===== config.mk =====
export PLATFORM = sky130hd
export DESIGN_NAME = step_inflection_counter_core
export DESIGN_NICKNAME = d
export VERILOG_FILES = /design/src/sic_pkg.sv /design/src/step_inflection_counter_core.sv /design/src/sic_ctrl.sv /design/src/sic_datapath.sv
export SDC_FILE = /design/constraint.sdc
export NUM_CORES = 2
export LEC_CHECK = 0
export ABC_AREA = 0
export BUFFER_PORTS_ARGS = -buffer_cell sky130_fd_sc_hd__buf_2
export CORE_UTILIZATION = 54
export CTS_CLUSTER_DIAMETER = 120
export DETAILED_ROUTE_END_ITERATION = 10
export GPL_TIMING_DRIVEN = 1
export PLACE_DENSITY_LB_ADDON = 0.1
export SLEW_MARGIN = 40
export SYNTH_ARGS = -nofsm -noshare
export SYNTH_HDL_FRONTEND = slang
export SYNTH_HIERARCHICAL = 1
export SYNTH_SLANG_ARGS = --single-unit

===== constraint.sdc =====
create_clock -name aclk -period 11.61 [get_ports aclk]
set_clock_uncertainty 0.2 [all_clocks]
set_input_delay 2.322 -clock aclk [delete_from_list [all_inputs] [get_ports aclk]]
set_output_delay 2.322 -clock aclk [all_outputs]
set_load 0.05 [all_outputs]

===== src/sic_pkg.sv =====
// shared types, codes and constants of the step inflection counter
package sic_pkg;

    localparam int unsigned WINDOW_DEFAULT = 32;

    localparam int unsigned RAW_W      = 14;
    localparam int unsigned AXIS_W     = 18;
    localparam int unsigned FIELD_W    = 18;
    localparam int unsigned COUNT_W    = 8;
    localparam int unsigned FLOOR_W    = 16;
    localparam int unsigned LIMIT_W    = 32;
    localparam int unsigned CFG_IDX_W  = 4;
    localparam int unsigned CFG_DATA_W = 32;

    // sum of squares is below 2^35, root comes out of 18 digit steps
    localparam int unsigned SUMSQ_W    = 36;
    localparam int unsigned ROOT_STEPS = 18;
    localparam int unsigned AXES       = 3;
    // total update, then reciprocal multiply of the window total
    localparam int unsigned DIV_CYCLES = 2;
    // read, difference and product stages drained after the last walk read
    localparam int unsigned FLUSH_CYCLES = 3;

    localparam logic [CFG_IDX_W-1:0] CFG_CURVATURE_FLOOR = CFG_IDX_W'(0);
    localparam logic [CFG_IDX_W-1:0] CFG_CROSSING_LIMIT  = CFG_IDX_W'(1);

    localparam logic [FLOOR_W-1:0] FLOOR_RESET = FLOOR_W'(10);
    localparam logic [LIMIT_W-1:0] LIMIT_RESET = LIMIT_W'(100);

    typedef enum logic [2:0] {
        ST_IDLE,
        ST_SQUARE,
        ST_ROOT,
        ST_DIVIDE,
        ST_UPDATE,
        ST_WALK,
        ST_FLUSH,
        ST_OUTPUT
    } sic_state_t;

    typedef struct packed {
        logic       capture;
        logic       square;
        logic [1:0] axis;
        logic       root_step;
        logic       div_init;
        logic       div_step;
        logic       update;
        logic       walk_rd;
        logic       load_out;
    } sic_cmd_t;

    typedef struct packed {
        logic window_last;
    } sic_status_t;

endpackage


===== src/step_inflection_counter_core.sv =====
// top level of the step inflection counter
//
//  channel  | handshake           | payload
//  ---------+---------------------+-----------------------------------------------
//  input    | s_valid / s_ready   | s_x_raw, s_y_raw, s_z_raw
//  result   | m_valid / m_ready   | m_magnitude, m_filtered, m_window_done,
//           |                     | m_crossing_count
//  config   | cfg_valid/cfg_ready | cfg_index, cfg_data
//
// a request runs from acceptance to the next acceptance through the accept step,
// 3 squaring steps, the 18-step root loop, a reciprocal divide of the window
// total, the memory update and the output load, where the result is registered
// a request closing a window adds a read walk of the filtered memory through
// the difference and product stages
// a new request is taken while the previous result still waits in the output register
// the result stage holds while m_ready is low; config is always ready
// aresetn is synchronous; the windows read as zero until first written
module step_inflection_counter_core #(
    parameter int unsigned WINDOW = sic_pkg::WINDOW_DEFAULT
) (
    input  logic                              aclk,
    input  logic                              aresetn,
    input  logic                              s_valid,
    output logic                              s_ready,
    input  logic signed [sic_pkg::RAW_W-1:0]  s_x_raw,
    input  logic signed [sic_pkg::RAW_W-1:0]  s_y_raw,
    input  logic signed [sic_pkg::RAW_W-1:0]  s_z_raw,
    output logic                              m_valid,
    input  logic                              m_ready,
    output logic [sic_pkg::FIELD_W-1:0]       m_magnitude,
    output logic [sic_pkg::FIELD_W-1:0]       m_filtered,
    output logic                              m_window_done,
    output logic [sic_pkg::COUNT_W-1:0]       m_crossing_count,
    input  logic                              cfg_valid,
    output logic                              cfg_ready,
    input  logic [sic_pkg::CFG_IDX_W-1:0]     cfg_index,
    input  logic [sic_pkg::CFG_DATA_W-1:0]    cfg_data
);
    import sic_pkg::*;

    localparam int unsigned TOTAL_W = FIELD_W + $clog2(WINDOW);

    sic_cmd_t    cmd;
    sic_status_t status;

    assign cfg_ready = 1'b1;

    sic_ctrl #(
        .WINDOW (WINDOW),
        .TOTAL_W(TOTAL_W)
    ) u_ctrl (
        .aclk   (aclk),
        .aresetn(aresetn),
        .s_valid(s_valid),
        .s_ready(s_ready),
        .m_valid(m_valid),
        .m_ready(m_ready),
        .status (status),
        .cmd    (cmd)
    );

    sic_datapath #(
        .WINDOW (WINDOW),
        .TOTAL_W(TOTAL_W)
    ) u_datapath (
        .aclk            (aclk),
        .aresetn         (aresetn),
        .cmd             (cmd),
        .status          (status),
        .s_x_raw         (s_x_raw),
        .s_y_raw         (s_y_raw),
        .s_z_raw         (s_z_raw),
        .cfg_valid       (cfg_valid),
        .cfg_index       (cfg_index),
        .cfg_data        (cfg_data),
        .m_magnitude     (m_magnitude),
        .m_filtered      (m_filtered),
        .m_window_done   (m_window_done),
        .m_crossing_count(m_crossing_count)
    );

endmodule


===== src/sic_ctrl.sv =====
// sequencer for the step inflection counter
module sic_ctrl #(
    parameter int unsigned WINDOW = sic_pkg::WINDOW_DEFAULT,
    parameter int unsigned TOTAL_W = 23
) (
    input  logic                aclk,
    input  logic                aresetn,
    input  logic                s_valid,
    output logic                s_ready,
    output logic                m_valid,
    input  logic                m_ready,
    input  sic_pkg::sic_status_t status,
    output sic_pkg::sic_cmd_t   cmd
);
    import sic_pkg::*;

    localparam int unsigned CNT_W = $clog2(WINDOW + TOTAL_W + 2);

    sic_state_t       state_reg, state_next;
    logic [CNT_W-1:0] cnt_reg, cnt_next;
    logic             m_valid_reg, m_valid_next;
    logic             out_free;

    assign out_free = !m_valid_reg || m_ready;

    always_comb begin
        state_next = state_reg;
        unique case (state_reg)
            ST_IDLE:   if (s_valid) state_next = ST_SQUARE;
            ST_SQUARE: if (cnt_reg == CNT_W'(AXES - 1)) state_next = ST_ROOT;
            ST_ROOT:   if (cnt_reg == CNT_W'(ROOT_STEPS - 1)) state_next = ST_DIVIDE;
            ST_DIVIDE: if (cnt_reg == CNT_W'(DIV_CYCLES - 1)) state_next = ST_UPDATE;
            ST_UPDATE: state_next = status.window_last ? ST_WALK : ST_OUTPUT;
            ST_WALK:   if (cnt_reg == CNT_W'(WINDOW - 1)) state_next = ST_FLUSH;
            ST_FLUSH:  if (cnt_reg == CNT_W'(FLUSH_CYCLES - 1)) state_next = ST_OUTPUT;
            ST_OUTPUT: if (out_free) state_next = ST_IDLE;
            default:   state_next = ST_IDLE;
        endcase
        cnt_next = (state_next != state_reg) ? '0 : cnt_reg + CNT_W'(1);
    end

    always_comb begin
        cmd = '0;
        s_ready = 1'b0;
        unique case (state_reg)
            ST_IDLE: begin
                s_ready = 1'b1;
                cmd.capture = s_valid;
            end
            ST_SQUARE: begin
                cmd.square = 1'b1;
                cmd.axis = cnt_reg[1:0];
            end
            ST_ROOT:   cmd.root_step = 1'b1;
            ST_DIVIDE: begin
                cmd.div_init = (cnt_reg == '0);
                cmd.div_step = (cnt_reg != '0);
            end
            ST_UPDATE: cmd.update = 1'b1;
            ST_WALK:   cmd.walk_rd = 1'b1;
            ST_FLUSH:  cmd.walk_rd = 1'b0;
            ST_OUTPUT: cmd.load_out = out_free;
            default:   cmd = '0;
        endcase
    end

    assign m_valid_next = cmd.load_out ? 1'b1 : (m_ready ? 1'b0 : m_valid_reg);
    assign m_valid = m_valid_reg;

    always_ff @(posedge aclk) begin
        if (!aresetn) begin
            state_reg   <= ST_IDLE;
            cnt_reg     <= '0;
            m_valid_reg <= 1'b0;
        end else begin
            state_reg   <= state_next;
            cnt_reg     <= cnt_next;
            m_valid_reg <= m_valid_next;
        end
    end

    a_walk_entry: assert property (@(posedge aclk) disable iff (!aresetn)
        $rose(state_reg == ST_WALK) |-> $past(state_reg == ST_UPDATE))
        else $error("walk entered without an update");
    a_out_hold: assert property (@(posedge aclk) disable iff (!aresetn)
        (state_reg == ST_OUTPUT && m_valid_reg && !m_ready) |=> state_reg == ST_OUTPUT)
        else $error("result dropped while output stalled");
    a_valid_src: assert property (@(posedge aclk) disable iff (!aresetn)
        $rose(m_valid_reg) |-> $past(state_reg == ST_OUTPUT))
        else $error("result shown outside output step");
    a_root_len: assert property (@(posedge aclk) disable iff (!aresetn)
        (state_reg == ST_ROOT) |-> cnt_reg < CNT_W'(ROOT_STEPS))
        else $error("root iteration overrun");

endmodule


===== src/sic_datapath.sv =====
// scaling, square root, moving average, window memories and crossing walk
module sic_datapath #(
    parameter int unsigned WINDOW = sic_pkg::WINDOW_DEFAULT,
    parameter int unsigned TOTAL_W = 23
) (
    input  logic                                  aclk,
    input  logic                                  aresetn,
    input  sic_pkg::sic_cmd_t                     cmd,
    output sic_pkg::sic_status_t                  status,
    input  logic signed [sic_pkg::RAW_W-1:0]      s_x_raw,
    input  logic signed [sic_pkg::RAW_W-1:0]      s_y_raw,
    input  logic signed [sic_pkg::RAW_W-1:0]      s_z_raw,
    input  logic                                  cfg_valid,
    input  logic [sic_pkg::CFG_IDX_W-1:0]         cfg_index,
    input  logic [sic_pkg::CFG_DATA_W-1:0]        cfg_data,
    output logic [sic_pkg::FIELD_W-1:0]           m_magnitude,
    output logic [sic_pkg::FIELD_W-1:0]           m_filtered,
    output logic                                  m_window_done,
    output logic [sic_pkg::COUNT_W-1:0]           m_crossing_count
);
    import sic_pkg::*;

    localparam int unsigned PTR_W  = $clog2(WINDOW);
    localparam int unsigned DIFF_W = FIELD_W + 3;
    localparam int unsigned PROD_W = 2 * DIFF_W;

    // floor(total / WINDOW) as (total * ceil(2^DIV_SHIFT / WINDOW)) >> DIV_SHIFT,
    // exact for every total below 2^TOTAL_W
    localparam int unsigned DIV_SHIFT = TOTAL_W + $clog2(WINDOW);
    localparam int unsigned RECIP_W   = TOTAL_W + 2;
    localparam int unsigned DIVP_W    = TOTAL_W + RECIP_W;
    localparam logic [RECIP_W-1:0] RECIP =
        RECIP_W'(((64'd1 << DIV_SHIFT) + 64'(WINDOW) - 64'd1) / 64'(WINDOW));

    function automatic logic signed [AXIS_W-1:0] scale_axis(input logic signed [RAW_W-1:0] raw);
        logic signed [28:0] prod;
        prod = 29'(raw) * 29'sd9810;
        // truncate toward zero on the shift
        if (prod < 0) begin
            prod = prod + 29'sd1023;
        end
        return AXIS_W'(prod >>> 10);
    endfunction

    // configuration
    logic [FLOOR_W-1:0] floor_reg;
    logic [LIMIT_W-1:0] limit_reg;

    always_ff @(posedge aclk) begin
        if (!aresetn) begin
            floor_reg <= FLOOR_RESET;
            limit_reg <= LIMIT_RESET;
        end else if (cfg_valid) begin
            if (cfg_index == CFG_CURVATURE_FLOOR) floor_reg <= cfg_data[FLOOR_W-1:0];
            if (cfg_index == CFG_CROSSING_LIMIT)  limit_reg <= cfg_data[LIMIT_W-1:0];
        end
    end

    // scaled axes and sum of squares
    logic signed [AXIS_W-1:0] ax_reg, ay_reg, az_reg;
    logic signed [AXIS_W-1:0] axis_sel;
    logic [AXIS_W-2:0]        axis_abs;
    logic [SUMSQ_W-1:0]       sq_w;

    always_comb begin
        unique case (cmd.axis)
            2'd0:    axis_sel = ax_reg;
            2'd1:    axis_sel = ay_reg;
            default: axis_sel = az_reg;
        endcase
    end
    assign axis_abs = axis_sel[AXIS_W-1] ? (AXIS_W-1)'(-axis_sel) : axis_sel[AXIS_W-2:0];
    assign sq_w     = SUMSQ_W'(axis_abs * axis_abs);

    // digit-by-digit square root, sum of squares accumulates into rem_reg
    logic [SUMSQ_W-1:0] rem_reg, root_reg, bit_reg, trial_w;
    assign trial_w = root_reg + bit_reg;

    always_ff @(posedge aclk) begin
        if (cmd.capture) begin
            ax_reg   <= scale_axis(s_x_raw);
            ay_reg   <= scale_axis(s_y_raw);
            az_reg   <= scale_axis(s_z_raw);
            rem_reg  <= '0;
            root_reg <= '0;
            bit_reg  <= SUMSQ_W'(1) << (2 * (ROOT_STEPS - 1));
        end else if (cmd.square) begin
            rem_reg <= rem_reg + sq_w;
        end else if (cmd.root_step) begin
            if (rem_reg >= trial_w) begin
                rem_reg  <= rem_reg - trial_w;
                root_reg <= (root_reg >> 1) + bit_reg;
            end else begin
                root_reg <= root_reg >> 1;
            end
            bit_reg <= bit_reg >> 2;
        end
    end

    // window memories, both written at the same slot
    logic [FIELD_W-1:0] mag_mem  [WINDOW];
    logic [FIELD_W-1:0] filt_mem [WINDOW];
    logic [WINDOW-1:0]  valid_reg;
    logic [PTR_W-1:0]   ptr_reg, waddr_reg;
    logic [FIELD_W-1:0] old_rd_reg, f_rd_reg;
    logic               old_vld_reg;
    logic [FIELD_W-1:0] old_w;
    logic               last_slot;
    logic [FIELD_W-1:0] quo_reg;

    assign last_slot          = (ptr_reg == PTR_W'(WINDOW - 1));
    assign status.window_last = last_slot;
    assign old_w              = old_vld_reg ? old_rd_reg : '0;

    always_ff @(posedge aclk) begin
        if (cmd.capture) begin
            old_rd_reg <= mag_mem[ptr_reg];
        end
        if (cmd.walk_rd) begin
            f_rd_reg <= filt_mem[waddr_reg];
        end
        if (cmd.update) begin
            mag_mem[ptr_reg]  <= root_reg[FIELD_W-1:0];
            filt_mem[ptr_reg] <= quo_reg;
        end
    end

    // running total and reciprocal multiply by the window size
    logic [TOTAL_W-1:0] total_reg, total_w;
    logic [DIVP_W-1:0]  quo_prod_w;
    logic               done_reg;

    assign total_w    = total_reg - TOTAL_W'(old_w) + TOTAL_W'(root_reg[FIELD_W-1:0]);
    assign quo_prod_w = DIVP_W'(total_reg) * DIVP_W'(RECIP);

    always_ff @(posedge aclk) begin
        if (cmd.div_step) begin
            quo_reg <= quo_prod_w[DIV_SHIFT +: FIELD_W];
        end
    end

    // crossing walk: read, second difference, product, compare
    logic [FIELD_W-1:0]       fa_reg, fb_reg;
    logic [1:0]               fill_reg;
    logic                     rd_vld_reg, d_vld_reg, dprev_have_reg, p_vld_reg;
    logic signed [DIFF_W-1:0] d_w, d_reg, dprev_reg;
    logic [DIFF_W-1:0]        dmag_w;
    logic signed [PROD_W-1:0] p_reg;
    logic signed [PROD_W:0]   chk_w;
    logic [COUNT_W-1:0]       count_reg;

    assign d_w = $signed({3'b000, fa_reg}) - $signed({2'b00, fb_reg, 1'b0})
               + $signed({3'b000, f_rd_reg});
    assign dmag_w = d_w[DIFF_W-1] ? DIFF_W'(-d_w) : d_w;
    assign chk_w  = (PROD_W + 1)'(p_reg) + $signed({{(PROD_W + 1 - LIMIT_W){1'b0}}, limit_reg});

    always_ff @(posedge aclk) begin
        if (!aresetn) begin
            valid_reg      <= '0;
            ptr_reg        <= '0;
            waddr_reg      <= '0;
            total_reg      <= '0;
            old_vld_reg    <= 1'b0;
            done_reg       <= 1'b0;
            fill_reg       <= '0;
            rd_vld_reg     <= 1'b0;
            d_vld_reg      <= 1'b0;
            dprev_have_reg <= 1'b0;
            p_vld_reg      <= 1'b0;
            count_reg      <= '0;
        end else begin
            if (cmd.capture) begin
                old_vld_reg <= valid_reg[ptr_reg];
            end
            if (cmd.div_init) begin
                total_reg <= total_w;
            end
            rd_vld_reg <= cmd.walk_rd;
            if (cmd.walk_rd) begin
                waddr_reg <= waddr_reg + PTR_W'(1);
            end
            if (cmd.update) begin
                valid_reg[ptr_reg] <= 1'b1;
                ptr_reg        <= last_slot ? '0 : ptr_reg + PTR_W'(1);
                done_reg       <= last_slot;
                waddr_reg      <= '0;
                fill_reg       <= '0;
                d_vld_reg      <= 1'b0;
                dprev_have_reg <= 1'b0;
                p_vld_reg      <= 1'b0;
                count_reg      <= '0;
            end else begin
                d_vld_reg <= rd_vld_reg && (fill_reg == 2'd2);
                if (rd_vld_reg && fill_reg != 2'd2) begin
                    fill_reg <= fill_reg + 2'd1;
                end
                p_vld_reg <= d_vld_reg && dprev_have_reg;
                if (d_vld_reg) begin
                    dprev_have_reg <= 1'b1;
                end
                if (p_vld_reg && chk_w[PROD_W] && count_reg != '1) begin
                    count_reg <= count_reg + COUNT_W'(1);
                end
            end
        end
    end

    always_ff @(posedge aclk) begin
        if (rd_vld_reg) begin
            fa_reg <= fb_reg;
            fb_reg <= f_rd_reg;
            // small curvature is flattened to zero
            d_reg  <= (dmag_w < DIFF_W'(floor_reg)) ? '0 : d_w;
        end
        if (d_vld_reg) begin
            dprev_reg <= d_reg;
            p_reg     <= PROD_W'(dprev_reg) * PROD_W'(d_reg);
        end
        if (cmd.load_out) begin
            m_magnitude      <= root_reg[FIELD_W-1:0];
            m_filtered       <= quo_reg;
            m_window_done    <= done_reg;
            m_crossing_count <= count_reg;
        end
    end

endmodule


# Word level (Yosys, flattened, before mapping)
# Memory sizes are Yosys's and may differ from the RTL's. A register that Yosys moved wholly into a read port is not among the register bits.
# Cells that the tools add are included.
# word_totals
ramBits,1152
n_memories,2
out_inout_bits,48
regBits,466
word_cells,146
inputBits,83
# classes
bitwise_logic,3
n_eq_ne,18
n_mul,5
mux,37
addsub,19
n_lt_le_gt_ge,7
reduce_logical,22
# mem_list
memory,depth,width,rd,rd_clocked_by_memory_dff,write_ports,line,text
u_datapath.filt_mem,32,18,1,1,1,sic_datapath.sv:102,logic [FIELD_W-1:0] filt_mem [WINDOW];
u_datapath.mag_mem,32,18,1,1,1,sic_datapath.sv:101,logic [FIELD_W-1:0] mag_mem [WINDOW];
# op_table
op,count
$mux 36,4
$lt 29x1->1 const B,3
$add 28x11->28 const B,3
$mul 14x14->28 const B,3
$mux 28,3
$add 42x33->43,1
$mul 21x21->42,1
$add 35x35->36,1
$add 36x34->36,1
$add 36x35->36,1
$ge 36x36->1,1
$pmux 18 s2,1
$sub 36x36->36,1
$mul 17x17->34,1
$or 32x32->32,1
$mux 3,8
$pmux 3 s8,1
$add 23x18->23,1
$sub 23x18->23,1
$add 21x19->21,1
$lt 21x16->1,1
$mux 21,1
$neg 21->21,1
$sub 18x19->20,1
39 further kinds,69

# Longest topological paths before layout
# depth
word_depth,9
depth_mapped,40

# Cells and area by module
# The synthesis kept the hierarchy.
# modules_own_cells
mod,instances,area_per_inst_um2,seq_area_each_um2,cells_per_inst
sic_datapath,1,106621.0,47175.2,8456
sic_ctrl,1,769.5,200.2,91
step_inflection_counter_core,1,11.3,0.0,2

# Worst setup path after synthesis
# No wires, ideal clock.
# synth_timing
path_kind,register to register
start,register u_ctrl.state_reg[2]
end,register u_datapath.rem_reg[35]
stages_incl_launch_ff,40
period_less_slack_ps,9488
t_arrival_ps,9155
setup_ps,133
t_required_ps,11277
setup_slack_ps,2122
path_cell_list,dfxtp_1 -> clkbuf_1 -> nor4_1 -> buf_2 -> mux2i_1 -> o21ai_1 -> inv_1 -> clkbuf_1 -> ha_1 -> and3_1 -> nand2_1 -> nor2_1 -> nand3_1 -> nand2_1 -> xnor2_1 -> clkinv_1 -> nand2_1 -> inv_1 -> [4 not listed] -> inv_1 -> fa_1 -> fa_1 -> inv_1 -> fa_1 -> inv_1 -> ha_1 -> a21o_1 -> a21o_1 -> a21oi_1 -> o21ai_0 -> a311oi_1 -> o21ai_0 -> a211oi_1 -> mux2i_1 -> o21ai_0 -> o211ai_1 -> a31oi_1
# synth_rtl
element,line,text
start: declaration,sic_ctrl.sv:19,"sic_state_t state_reg, state_next;"
start signal: assignment,sic_ctrl.sv:76,state_reg <= state_next;
end signal: assignment,sic_datapath.sv:88,rem_reg <= rem_reg + sq_w;
end signal: assignment,sic_datapath.sv:91,rem_reg <= rem_reg - trial_w;
end: declaration,sic_datapath.sv:76,"logic [SUMSQ_W-1:0] rem_reg, root_reg, bit_reg, trial_w;"

==> flow_summary.json <==
{
  "cp-start-kind": "register",
  "overflow": 0,
  "post_cts_buffers": 0,
  "cts_root_buf": "clkbuf_16",
  "grt_usage_pct": 27.8,
  "die_area_sq_um": 201000,
  "cts_resized": 0,
  "slowest_delay_ps": 660,
  "vias": 66452,
  "drtPass1Iterations": 5,
  "period_share_pct": 93.1,
  "synth.area.top_cells": "edfxtp_1, fa_1, ha_1, mux4_2, inv_1",
  "die_w_um": 448,
  "post-route-util_pct": 59.9,
  "hold_class": "register to register",
  "hpwlAfterDp_mm": 187,
  "relSlewSlack_pct": 38.7,
  "synth_top_area_share_pct": 39.8,
  "max_freq_ghz": 0.0925,
  "clock_latency_ps": 840,
  "ys.warnings.count": 6,
  "syn-num-nets": 10199,
  "cts_tree": "yes",
  "yosysSeqAreaShare_pct": 44.1,
  "area.growth.synth_to_final_pct": 10.2,
  "fin_cells": 11522,
  "clockBufferDepth": 3,
  "cts.sinks": 1654,
  "syn_area_per_cell_sq_um": 12.6,
  "post-place-cells": 11174,
  "antenna_left": 0,
  "required_ps": 12040,
  "rsz0062_at_grt": "false",
  "final_hold_viol_count": 0,
  "drive_gt1_share_pct": 12.3,
  "crit_type": "register to register",
  "synthTopCellsByCount": "edfxtp_1, inv_1, fa_1",
  "synth_edf_count": 1425,
  "finalWeightedCongestion": 0.902,
  "antenna_found_initial": 19,
  "wl_per_cell_um": 23.7,
  "finalSetupViolCount": 0,
  "grt_pass1_vias": 68702,
  "cp_max_fo": 18,
  "final_area_sq_um": 118000,
  "critPathArrivalTime_ps": 11240,
  "endpoint_kind": "register",
  "synth_top_area_cell": "edfxtp_1",
  "netlist_instances": 8549,
  "viasPerCell": 5.77,
  "period_needed_ps": 10810,
  "slew_viol_final": 0,
  "cpMostUsedCell": "inv_1",
  "worstMarginPinSlew_ps": 913,
  "synthFlopType": "edfxtp_1",
  "cts_buffers": 176,
  "cts_hold_buf": 0,
  "outcome": "finished, final reports clean",
  "crit_path_top_delay_cell": "xnor2_1",
  "synth-seq-cells": 1654,
  "drc_errors": 0,
  "fillers": 15702,
  "drv_cap": 0,
  "htreeDepth": 4,
  "ys_types": 115,
  "place_area_sq_um": 112000,
  "grt_pass1_wl_mm": 418,
  "synth_most_common_cell": "edfxtp_1",
  "ys_async_sr_fraction_pct": 0,
  "io_pins": 131,
  "grt_max_degree": 81,
  "core-area_sq_um": 197000,
  "clk_pin_slew_worst_paths_ps": 60,
  "fin_setup_tns_ps": 0,
  "rows": 163,
  "port_buffers": 129,
  "start_util_pct": 54.4,
  "dr.first_iter.drc_count": 5089,
  "synth_area_sq_um": 107000,
  "final_nets": 10376,
  "die_h_um": 448,
  "wl_mm": 273
}
==> kinds of logic after synthesis <==
family,Yosys count,share of synthesized area (%)
simple gates,1810,8.00
flops,1654,44.1
buf+inv,1627,5.72
fa+ha+maj,1567,24.3
compound gates,1110,7.07
mux,412,7.74
xor+xnor,368,3.01
other cells,1,0.00349
==> worst max-delay path, delay by kind of cell (launching register included) <==
kind                       cells  cell delay [ps]
muxes                          2              400
xor gates and xnor gates       1              660
adders and majority gates      8             3780
and+or+nand+nor                7              900
AOI/OAI and AO/OA             11             2120
buffers and inverters         12             1950
DFF                            1              590
==> metal layers <==
| layer | vias to the layer above | track usage, % | routed length (um) |
|---|---|---|---|
| met2 | 2023 | 46.5 | 133000 |
| met1 | 34026 | 37.8 | 115000 |
| met5 | - | 0 | 11 |
| met3 | 383 | 3.62 | 16000 |
| met4 | 2 | 9.12 | 9270 |
| li1 | 30018 | - | - |
==> layout make-up <==
cell class / instances / area, sq um / share of cell area (%)
Antenna cell: 7 / 17.5 / 0.0148
Clock buffer: 211 / 4640 / 3.92
Clock inverter: 116 / 1470 / 1.24
Inverter: 1328 / 4980 / 4.21
Multi-Input combinational cell: 5268 / 54200 / 45.8
Sequential cell: 1654 / 47400 / 40.1
Tap cell: 2640 / 3300 / 2.79
Timing Repair Buffer: 298 / 2260 / 1.91
==> cell usage in the layout (no fill, tap or decap), types with 20 or more instances in the layout <==
cell type	netlist	layout
edfxtp_1	1425	1425
inv_1	1325	1325
fa_1	870	870
nand2_1	765	763
ha_1	697	697
mux4_2	332	332
nor2_1	354	320
a21oi_1	272	270
xnor2_1	249	248
dfxtp_1	229	220
clkbuf_16	0	178
and2_1	163	161
o21ai_0	149	149
buf_2	16	125
xor2_1	117	116
buf_4	3	115
a21o_1	90	90
nand3_1	82	82
a211oi_1	75	75
a22oi_1	75	75
o21a_1	69	69
nand2b_1	68	67
nor2b_1	66	65
nor3_1	66	60
nand4_1	55	55
a21boi_0	53	53
mux2i_1	52	52
buf_6	1	46
a31oi_1	45	45
o21bai_1	43	43
and3_1	38	38
clkinv_1	3	34
clkinv_2	0	33
nor2_4	0	32
mux2_2	28	28
clkbuf_1	237	27
or3_1	25	25
bufinv_16	0	23
o211ai_1	22	22
a311oi_1	20	20
==> stage by stage <==
step | hold WS (ps) | setup WS, ps
2_1_floorplan | 208 | 2120
3_3_place_gp | 217 | 1010
3_5_place_dp | 231 | 979
4_1_cts | 239 | 891
5_1_grt | 251 | 65.6
6_report | 237 | 795
==> final timing paths <==
check / startpoint / endpoint / slack, ps / depth (start not counted)
worst min-delay path: u_datapath/dprev_have_reg / u_datapath/p_vld_reg / 240 / 2
worst max register to register: u_ctrl/state_reg[0] / u_datapath/rem_reg[35] / 800 / 41
worst max-delay path: u_ctrl/state_reg[0] / u_datapath/rem_reg[35] / 800 / 41
worst min register to register: u_datapath/dprev_have_reg / u_datapath/p_vld_reg / 240 / 2
Power is not shown: default switching activity piles up to over one toggle a cycle in this logic, so the estimate is an artifact.
